<file path="src/rtl/uem_pkg.sv">
// Shared types and constants of the UTF-8 error marker.
package uem_pkg;

    // UTF-8 encoding of U+2620, the marker put before a bad byte.
    localparam logic [7:0] MARK_B0 = 8'hE2;
    localparam logic [7:0] MARK_B1 = 8'h98;
    localparam logic [7:0] MARK_B2 = 8'hA0;

    // Byte classes.
    localparam logic [7:0] CONT_LO    = 8'h80;
    localparam logic [7:0] LEAD2_LO   = 8'hC0;
    localparam logic [7:0] LEAD2_BAD  = 8'hC1;
    localparam logic [7:0] LEAD3_LO   = 8'hE0;
    localparam logic [7:0] LEAD4_LO   = 8'hF0;
    localparam logic [7:0] LEAD4_BAD  = 8'hF4;
    localparam logic [7:0] INVALID_LO = 8'hF8;

    localparam int unsigned QUEUE_DEPTH = 2;
    localparam int unsigned QUEUE_AW    = $clog2(QUEUE_DEPTH);

    // One classified byte, passed from the front to the back.
    typedef struct packed {
        logic [7:0] data;  // byte to pass on
        logic       flag;  // marker goes before the byte
        logic       tail;  // marker goes after the byte (stream ended mid-sequence)
    } t_desc;

    // Queue status seen by the front and the back.
    typedef struct packed {
        logic full;
        logic empty;
    } t_queue_status;

    // Output sequencer states.
    typedef enum logic [2:0] {
        BK_START,
        BK_PRE1,
        BK_PRE2,
        BK_BYTE,
        BK_POST0,
        BK_POST1,
        BK_POST2
    } t_back_state;

endpackage

</file>
<file path="src/rtl/uem_front.sv">
// Front end: accepts input bytes, tracks pending continuations, classifies each byte.
module uem_front (
    input  logic                   i_clk,
    input  logic                   i_rst_n,
    input  logic                   i_in_valid,
    output logic                   o_in_ready,
    input  logic [7:0]             i_in_byte,
    input  logic                   i_end_of_stream,
    input  uem_pkg::t_queue_status i_q_status,
    output logic                   o_push,
    output uem_pkg::t_desc         o_push_desc
);
    import uem_pkg::*;

    logic [1:0] r_pending;
    logic [1:0] n_pending;
    logic [1:0] w_count;
    logic       w_flag;

    assign o_in_ready = !i_q_status.full;
    assign o_push     = i_in_valid && !i_q_status.full;

    always_comb begin
        w_flag  = 1'b0;
        w_count = r_pending;
        priority if (i_in_byte < CONT_LO) begin
            if (r_pending != 2'd0) begin
                w_flag  = 1'b1;
                w_count = 2'd0;
            end
        end else if (i_in_byte < LEAD2_LO) begin
            if (r_pending == 2'd0) begin
                w_flag = 1'b1;
            end else begin
                w_count = r_pending - 2'd1;
            end
        end else if (i_in_byte < LEAD3_LO) begin
            w_count = 2'd1;
            w_flag  = (i_in_byte <= LEAD2_BAD);
        end else if (i_in_byte < LEAD4_LO) begin
            w_count = 2'd2;
        end else if (i_in_byte < LEAD4_BAD) begin
            w_count = 2'd3;
        end else if (i_in_byte < INVALID_LO) begin
            w_flag  = 1'b1;
            w_count = 2'd3;
        end else begin
            w_flag  = 1'b1;
            w_count = 2'd0;
        end

        o_push_desc.data = i_in_byte;
        o_push_desc.flag = w_flag;
        o_push_desc.tail = i_end_of_stream && (w_count != 2'd0);

        n_pending = i_end_of_stream ? 2'd0 : w_count;
    end

    always_ff @(posedge i_clk) begin
        if (!i_rst_n) begin
            r_pending <= 2'd0;
        end else if (o_push) begin
            r_pending <= n_pending;
        end
    end

endmodule

</file>
<file path="src/rtl/uem_queue.sv">
// Two-entry queue of classified bytes between the front and the back.
module uem_queue (
    input  logic                   i_clk,
    input  logic                   i_rst_n,
    input  logic                   i_push,
    input  uem_pkg::t_desc         i_push_desc,
    input  logic                   i_pop,
    output uem_pkg::t_desc         o_head,
    output uem_pkg::t_queue_status o_status
);
    import uem_pkg::*;

    t_desc                 r_mem [QUEUE_DEPTH];
    logic [QUEUE_AW-1:0]   r_wr_ptr;
    logic [QUEUE_AW-1:0]   r_rd_ptr;
    logic [QUEUE_AW:0]     r_count;

    assign o_head         = r_mem[r_rd_ptr];
    assign o_status.full  = (r_count == QUEUE_AW'(0) + (QUEUE_AW+1)'(QUEUE_DEPTH));
    assign o_status.empty = (r_count == '0);

    always_ff @(posedge i_clk) begin
        if (i_push) begin
            r_mem[r_wr_ptr] <= i_push_desc;
        end
    end

    always_ff @(posedge i_clk) begin
        if (!i_rst_n) begin
            r_wr_ptr <= '0;
            r_rd_ptr <= '0;
            r_count  <= '0;
        end else begin
            if (i_push) begin
                r_wr_ptr <= r_wr_ptr + QUEUE_AW'(1);
            end
            if (i_pop) begin
                r_rd_ptr <= r_rd_ptr + QUEUE_AW'(1);
            end
            unique case ({i_push, i_pop})
                2'b10:   r_count <= r_count + (QUEUE_AW+1)'(1);
                2'b01:   r_count <= r_count - (QUEUE_AW+1)'(1);
                default: r_count <= r_count;
            endcase
        end
    end

endmodule

</file>
<file path="src/rtl/uem_back.sv">
// Back end: expands each classified byte into its output beats.
module uem_back (
    input  logic                   i_clk,
    input  logic                   i_rst_n,
    input  uem_pkg::t_desc         i_head,
    input  uem_pkg::t_queue_status i_q_status,
    output logic                   o_pop,
    output logic                   o_out_valid,
    input  logic                   i_out_ready,
    output logic [7:0]             o_out_byte,
    output logic                   o_last_of_run
);
    import uem_pkg::*;

    t_back_state r_state;
    t_back_state n_state;
    logic        w_done;
    logic        w_fire;

    assign o_out_valid = !i_q_status.empty;
    assign w_fire      = o_out_valid && i_out_ready;
    assign o_pop       = w_fire && w_done;

    always_ff @(posedge i_clk) begin
        if (!i_rst_n) begin
            r_state <= BK_START;
        end else if (w_fire) begin
            r_state <= n_state;
        end
    end

    always_comb begin
        o_out_byte    = i_head.data;
        o_last_of_run = 1'b0;
        w_done        = 1'b0;
        n_state       = r_state;
        unique case (r_state)
            BK_START: begin
                if (i_head.flag) begin
                    o_out_byte = MARK_B0;
                    n_state    = BK_PRE1;
                end else if (i_head.tail) begin
                    n_state = BK_POST0;
                end else begin
                    o_last_of_run = 1'b1;
                    w_done        = 1'b1;
                    n_state       = BK_START;
                end
            end
            BK_PRE1: begin
                o_out_byte = MARK_B1;
                n_state    = BK_PRE2;
            end
            BK_PRE2: begin
                o_out_byte = MARK_B2;
                n_state    = BK_BYTE;
            end
            BK_BYTE: begin
                if (i_head.tail) begin
                    n_state = BK_POST0;
                end else begin
                    o_last_of_run = 1'b1;
                    w_done        = 1'b1;
                    n_state       = BK_START;
                end
            end
            BK_POST0: begin
                o_out_byte = MARK_B0;
                n_state    = BK_POST1;
            end
            BK_POST1: begin
                o_out_byte = MARK_B1;
                n_state    = BK_POST2;
            end
            BK_POST2: begin
                o_out_byte    = MARK_B2;
                o_last_of_run = 1'b1;
                w_done        = 1'b1;
                n_state       = BK_START;
            end
            default: begin
                n_state = BK_START;
            end
        endcase
    end

endmodule

</file>
<file path="src/rtl/utf8_error_marker_top.sv">
// Top level of the UTF-8 error marker: front end, queue and output sequencer.
//
// The block takes one byte per input beat and passes it on, putting the
// three-byte marker E2 98 A0 (U+2620) in front of every byte it finds in
// error: a stray continuation byte, an ASCII byte that cuts a pending
// sequence short (which also clears the count), the lead bytes C0 and C1,
// and every byte from F4 up. Lead bytes C0-DF, E0-EF and F0-F7 set the
// number of continuation bytes expected to 1, 2 and 3; F8-FF clear it.
// Overlong forms and surrogates are not checked. When the input beat that
// carries end_of_stream leaves continuations pending, one more marker
// follows that byte, and the count starts again from zero. Each input byte
// gives one to seven output beats, and last_of_run marks the final one.
// The output sequencer sends one beat per cycle while out_ready is high and
// an entry waits; a clean byte makes one beat and each marker adds three.
// A two-entry queue sits between the classifying front end and the output
// sequencer, so input beats keep being taken while output waits, until the
// queue is full.
module utf8_error_marker_top (
    input  logic       i_clk,
    input  logic       i_rst_n,
    input  logic       i_in_valid,
    output logic       o_in_ready,
    input  logic [7:0] i_in_byte,
    input  logic       i_end_of_stream,
    output logic       o_out_valid,
    input  logic       i_out_ready,
    output logic [7:0] o_out_byte,
    output logic       o_last_of_run
);
    import uem_pkg::*;

    // Classified bytes on their way from the front end to the sequencer.
    t_desc         w_push_desc;
    t_desc         w_head;
    t_queue_status w_q_status;
    logic          w_push;
    logic          w_pop;

    // The front end owns the continuation count and pushes one entry per
    // accepted input beat.
    uem_front u_front (
        .i_clk           (i_clk),
        .i_rst_n         (i_rst_n),
        .i_in_valid      (i_in_valid),
        .o_in_ready      (o_in_ready),
        .i_in_byte       (i_in_byte),
        .i_end_of_stream (i_end_of_stream),
        .i_q_status      (w_q_status),
        .o_push          (w_push),
        .o_push_desc     (w_push_desc)
    );

    uem_queue u_queue (
        .i_clk       (i_clk),
        .i_rst_n     (i_rst_n),
        .i_push      (w_push),
        .i_push_desc (w_push_desc),
        .i_pop       (w_pop),
        .o_head      (w_head),
        .o_status    (w_q_status)
    );

    // The sequencer walks through the beats of the head entry and pops it
    // when its last beat is taken.
    uem_back u_back (
        .i_clk         (i_clk),
        .i_rst_n       (i_rst_n),
        .i_head        (w_head),
        .i_q_status    (w_q_status),
        .o_pop         (w_pop),
        .o_out_valid   (o_out_valid),
        .i_out_ready   (i_out_ready),
        .o_out_byte    (o_out_byte),
        .o_last_of_run (o_last_of_run)
    );

endmodule
</file>
<file path="config.mk">
export PLATFORM = sky130hd
export DESIGN_NAME = utf8_error_marker_top
export DESIGN_NICKNAME = d
export VERILOG_FILES = /design/src/rtl/uem_pkg.sv /design/src/rtl/uem_front.sv /design/src/rtl/uem_queue.sv /design/src/rtl/uem_back.sv /design/src/rtl/utf8_error_marker_top.sv
export SDC_FILE = /design/constraint.sdc
export NUM_CORES = 1
export LEC_CHECK = 0
export BUFFER_PORTS_ARGS = -buffer_cell sky130_fd_sc_hd__clkbuf_2
export CAP_MARGIN = 20
export CELL_PAD_IN_SITES_DETAIL_PLACEMENT = 1
export CELL_PAD_IN_SITES_GLOBAL_PLACEMENT = 2
export CORE_MARGIN = 2
export CORE_UTILIZATION = 32
export CTS_CLUSTER_DIAMETER = 80
export DETAILED_ROUTE_END_ITERATION = 8
export PLACE_DENSITY_LB_ADDON = 0.1
export SKIP_CTS_REPAIR_TIMING = 1
export SLEW_MARGIN = 0
export SYNTH_ARGS = -nofsm -noshare
export SYNTH_HDL_FRONTEND = slang
export SYNTH_SLANG_ARGS = --single-unit
</file>
<file path="constraint.sdc">
create_clock -name i_clk -period 2.2 [get_ports i_clk]
set_clock_uncertainty 0.1 [all_clocks]
set_input_delay 0 -clock i_clk [delete_from_list [all_inputs] [get_ports i_clk]]
set_output_delay 0 -clock i_clk [all_outputs]
set_load 0.01 [all_outputs]
</file>
Yosys cells after proc, flatten, opt, wreduce, memory -nomap -nowiden
Memories as Yosys holds them, arrays and structs flattened. A register that Yosys moved wholly into a read port is not among the register bits.
Index checks and enable logic that the tools add are counted.
Cells by class
  $add $sub $neg: 5
  eq/ne operators: 9
  order comparisons: 7
  reductions and logical operators: 14
  multiplexer cells: 29
Operator list (count)
  $lt A8 B8 Y1 const B: 6
  $pmux W8 S4: 1
  $mux W2: 9
  $pmux W3 S6: 1
  $mux W1: 13
  $eq A3 B3 Y1 const B: 3
  $le A8 B8 Y1 const B: 1
  $mux W8: 1
  $eq A3 B2 Y1 const B: 2
  $mux W3: 2
  $reduce_bool A2 Y1: 3
  $eq A2 B2 Y1 const B: 2
  $logic_and A1 B1 Y1: 4
  $logic_not A2 Y1: 2
  $pmux W2 S2: 1
  $reduce_or A2 Y1: 2
  $sub A2 B1 Y2 const B: 2
  $eq A3 B1 Y1 const B: 1
  $logic_not A3 Y1: 1
  $pmux W1 S3: 1
  $add A1 B1 Y1 const B: 2
  $add A2 B1 Y2 const B: 1
  $eq A2 B1 Y1 const B: 1
  $logic_not A1 Y1: 2
Word-level totals
  input port bits: 13
  memories: 1
  flip-flop bits (word level): 9
  bits in writable memories: 20
Memory list
  u_queue.r_mem: words 2, bits a word 10, read ports 1, clocked after memory_dff 1, write ports 1, RTL line uem_queue.sv:13  | t_desc r_mem [QUEUE_DEPTH];

Longest topological paths before layout
  word-level depth: 9
  depth in mapped cells: 8
  gate-level depth less buffers: 7

Cells and area by module
From an unflattened synthesis, not the netlist that was laid out.
Second synthesis, totals
  cells, all modules: 133
  area total of the unflattened synthesis: 1520.2 sq um
Modules (own cells, without submodules)
  uem_queue: area an instance 934.6 sq um, cells an instance 53, instances 1, sequential area each 700.7 sq um
  uem_back: area an instance 336.6 sq um, cells an instance 47, instances 1, sequential area each 60.1 sq um
  uem_front: area an instance 249.0 sq um, cells an instance 33, instances 1, sequential area each 40.0 sq um

Least setup slack after synthesis
Ideal clock, no wire load.
  path kind: flip-flop to flip-flop
  start: register with a tool-made name
  end: register u_queue.r_count[1]
  library setup time: 0.076 ns
  arrival: 1.898 ns
  slack: 0.127 ns
  stages on the path, launching flop included: 8
  cells stage by stage: dfxtp_1 buf_6 mux2i_2 nand4_2 a31oi_4 ha_1 or3_1 a21boi_0
RTL lines
  end signal, assigned: RTL line uem_queue.sv:41  | 2'b10: r_count <= r_count + (QUEUE_AW+1)'(1);
  end signal, assigned: RTL line uem_queue.sv:42  | 2'b01: r_count <= r_count - (QUEUE_AW+1)'(1);
  end signal, assigned: RTL line uem_queue.sv:43  | default: r_count <= r_count;
  end, declared: RTL line uem_queue.sv:16  | logic [QUEUE_AW:0] r_count;

==> flow_summary.json <==
{
  "synthAdderAreaFrac": 0.00870,
  "setup_violations": 0,
  "cts_tree": "done",
  "area_growth_syn_to_layout_pct": 29.7,
  "ys_async_sr_fraction": 0,
  "crit_fanout": 4,
  "crit_family": "simple AND/OR/NAND/NOR gates",
  "max-cap-violations": 0,
  "outcome": "finished with violations",
  "ys_types": 43,
  "hold_violations": 1,
  "slew_viol_final": 0,
  "clk_latency_ns": 0.27,
  "first_pass_iters": 4,
  "yosys.area_share.simple": 0.179,
  "io_pins": 24,
  "start_util": 0.330,
  "htree_num_levels": 2,
  "synth_mux_area_frac": 0.0800,
  "worstPathCellList": "mux2i_4 > nand3_1 > a31oi_4 > ha_1 > or3_1 > a21boi_0",
  "gp_congestion": 0.779,
  "routedWlPerCell_um": 14.4,
  "fp.dieW_um": 71.1,
  "die_area_mm2": 0.00505,
  "vias": 1060,
  "rsz0062_at_grt": "false",
  "clk_pin_slew_ns": 0.06,
  "grt_pass1_vias": 1064,
  "worstHoldPathType": "in -> reg",
  "yosysWarnings": 0,
  "synth_cells": 122,
  "nets": 182,
  "ys_ff_latch": 30,
  "slowest_delay_ns": 0.40,
  "vias_per_cell": 4.80,
  "die_h_um": 71.1,
  "post-dp-hpwl_um": 2330,
  "antenna_found_initial": 0,
  "grt_pass1_wl_um": 5250,
  "p_leak_nw": 0.687,
  "syn_area_mm2": 0.00144,
  "ir_drop_mv": 0.368,
  "io_buffers": 23,
  "pwr_density_cell_mw_per_mm2": 805,
  "core_area_mm2": 0.00435,
  "period_needed_ns": 2.08,
  "slew_headroom": 0.650,
  "slowest_stage": "dfxtp_2",
  "clock_sink_count": 30,
  "drive_gt1_frac": 0.308,
  "max_slew.worst_pin.slew_ns": 0.526,
  "crit_arrival_ns": 2.18,
  "wl_um": 3180,
  "drt-initial-drc-count": 20,
  "overflow": 0,
  "cts_root_buf": "clkbuf_8",
  "grt_max_degree": 11,
  "drc": 0,
  "critical_path_class": "reg -> reg",
  "synth_top_family_by_area": "simple AND/OR/NAND/NOR gates",
  "hold_slack_ns": -0.0266,
  "critPathCaptureType": "flip-flop",
  "cp_num_buf_inv": 0,
  "required_ns": 2.30,
  "rows": 24,
  "antenna_cells": 0,
  "crit_path_start_kind": "flip-flop",
  "ys_seq_area_frac": 0.557,
  "synth_compound_gate_area_share": 0.132,
  "ant_nets": 0,
  "synthFlopType": "edfxtp_1",
  "syn_area_per_cell_um2": 11.8,
  "violations": "negative hold slack",
  "synth_edf_count": 20,
  "grt_util_all_layers": 0.139,
  "syn_nets": 136,
  "cts_buffers": 5,
  "max_clock_freq_mhz": 481,
  "clockBufferDepth": 2,
  "tns_ns": 0,
  "dp_cells": 201,
  "synth_xor_area_frac": 0.0243,
  "instances_no_fill": 221,
  "period_share": 0.946
}
[area by class of cell]
cell class              count  area, um2
clock buffers               6       72.6
clock inverters             2       8.76
fillers                   497       2490
inverters                   1       3.75
multi-input cells          88        628
flip-flops and latches     30        802
well taps                  52       65.1
repair buffers             42        285
[layer usage]
metal  part of all wire  up-vias  track usage
met2               0.48       18        0.215
met4              0.011        0       0.0566
li1                   -      545            -
met3              0.036        5       0.0427
met1               0.47      492        0.181
met5                  0        -            0
[cells by family (layout without fill, tap and decap cells)]
kind of cell / Yosys count / in the layout
buffers and inverters: 4 / 51
DFF: 30 / 30
muxes: 11 / 11
adders and majority gates: 1 / 1
AOI/OAI and AO/OA: 27 / 27
xor gates and xnor gates: 4 / 4
and+or+nand+nor: 45 / 45
[state kept, by name, indices dropped and copies added, names as in the netlist, named ones only]
name / cells
u_queue.r_rd_ptr: 1
u_back.r_state: 3
u_front.r_pending: 2
u_queue.r_count: 2
u_queue.r_mem: 20
u_queue.r_wr_ptr: 1
[power breakdown]
group	switching (mW)	leakage (nW)	total [mW]	internal [mW]
combinational	0.203	0.375	0.384	0.180
sequential	0.0371	0.270	0.706	0.669
clock	0.196	0.0426	0.413	0.217
[stage by stage]
stage               instance area, um2  setup WS, ns  utilization  hold WS (ns)  power (mW)
global placement                  1650         0.146        0.378        0.0895        1.07
finish                            1870         0.119        0.428       -0.0266        1.50
CTS                               1730        0.0298        0.397        -0.195        1.51
floorplan                         1440         0.127            -      -0.00113       0.938
global route                      1870        0.0154        0.428       0.00235        1.61
detailed placement                1650        0.0555        0.378        0.0979        1.08
[synth_stat cells (2+ instances only)]
master | number | area, um2
or3_1 | 2 | 12.5
o21ai_0 | 6 | 30.0
nand2b_1 | 2 | 12.5
nor2_1 | 7 | 26.3
dfxtp_1 | 10 | 200
mux2i_1 | 9 | 90.1
edfxtp_1 | 20 | 601
a22oi_1 | 2 | 15.0
or2_2 | 2 | 12.5
a21oi_1 | 5 | 25.0
nor3b_1 | 2 | 15.0
a31oi_1 | 3 | 18.8
nand2_1 | 13 | 48.8
nor2b_1 | 2 | 12.5
xnor2_1 | 3 | 26.3
a21boi_0 | 5 | 37.5
nand3_1 | 2 | 10.0
and2_1 | 2 | 12.5
[worst reg2reg max path, delay by kind of cell (launching register included)]
kind	cells	cell delay [ns]
compound gates	2	0.39
fa+ha+maj	1	0.28
flops	1	0.40
mux	1	0.28
simple gates	2	0.54
[final timing paths]
check,slack [ns],startpoint,to,cells past startpoint
setup reg to reg,0.12,flip-flop,u_queue.r_count[1],6
hold reg to reg,0.39,u_queue.r_rd_ptr,flip-flop,2
setup / recovery,0.12,flip-flop,u_queue.r_count[1],6
hold / removal,-0.03,i_rst_n,u_back.r_state[0],3
[cells in the final DEF (no fill, tap or decap), types with 2 or more instances in the layout]
cell type      instances
nor3b_1                2
dfxtp_1                9
a22oi_1                2
buf_4                  8
nand2b_1               2
a21boi_0               5
or2_2                  2
xnor2_1                3
or3_1                  2
o21ai_0                6
a21oi_1                5
nor2b_1                2
and2_1                 2
nand2_1               13
clkbuf_8               5
a31oi_1                3
nor2_1                 7
dlygate4sd3_1         11
edfxtp_1              20
mux2i_1                8
nand3_1                2
clkbuf_2              23
(Power assumes the default switching activity.)
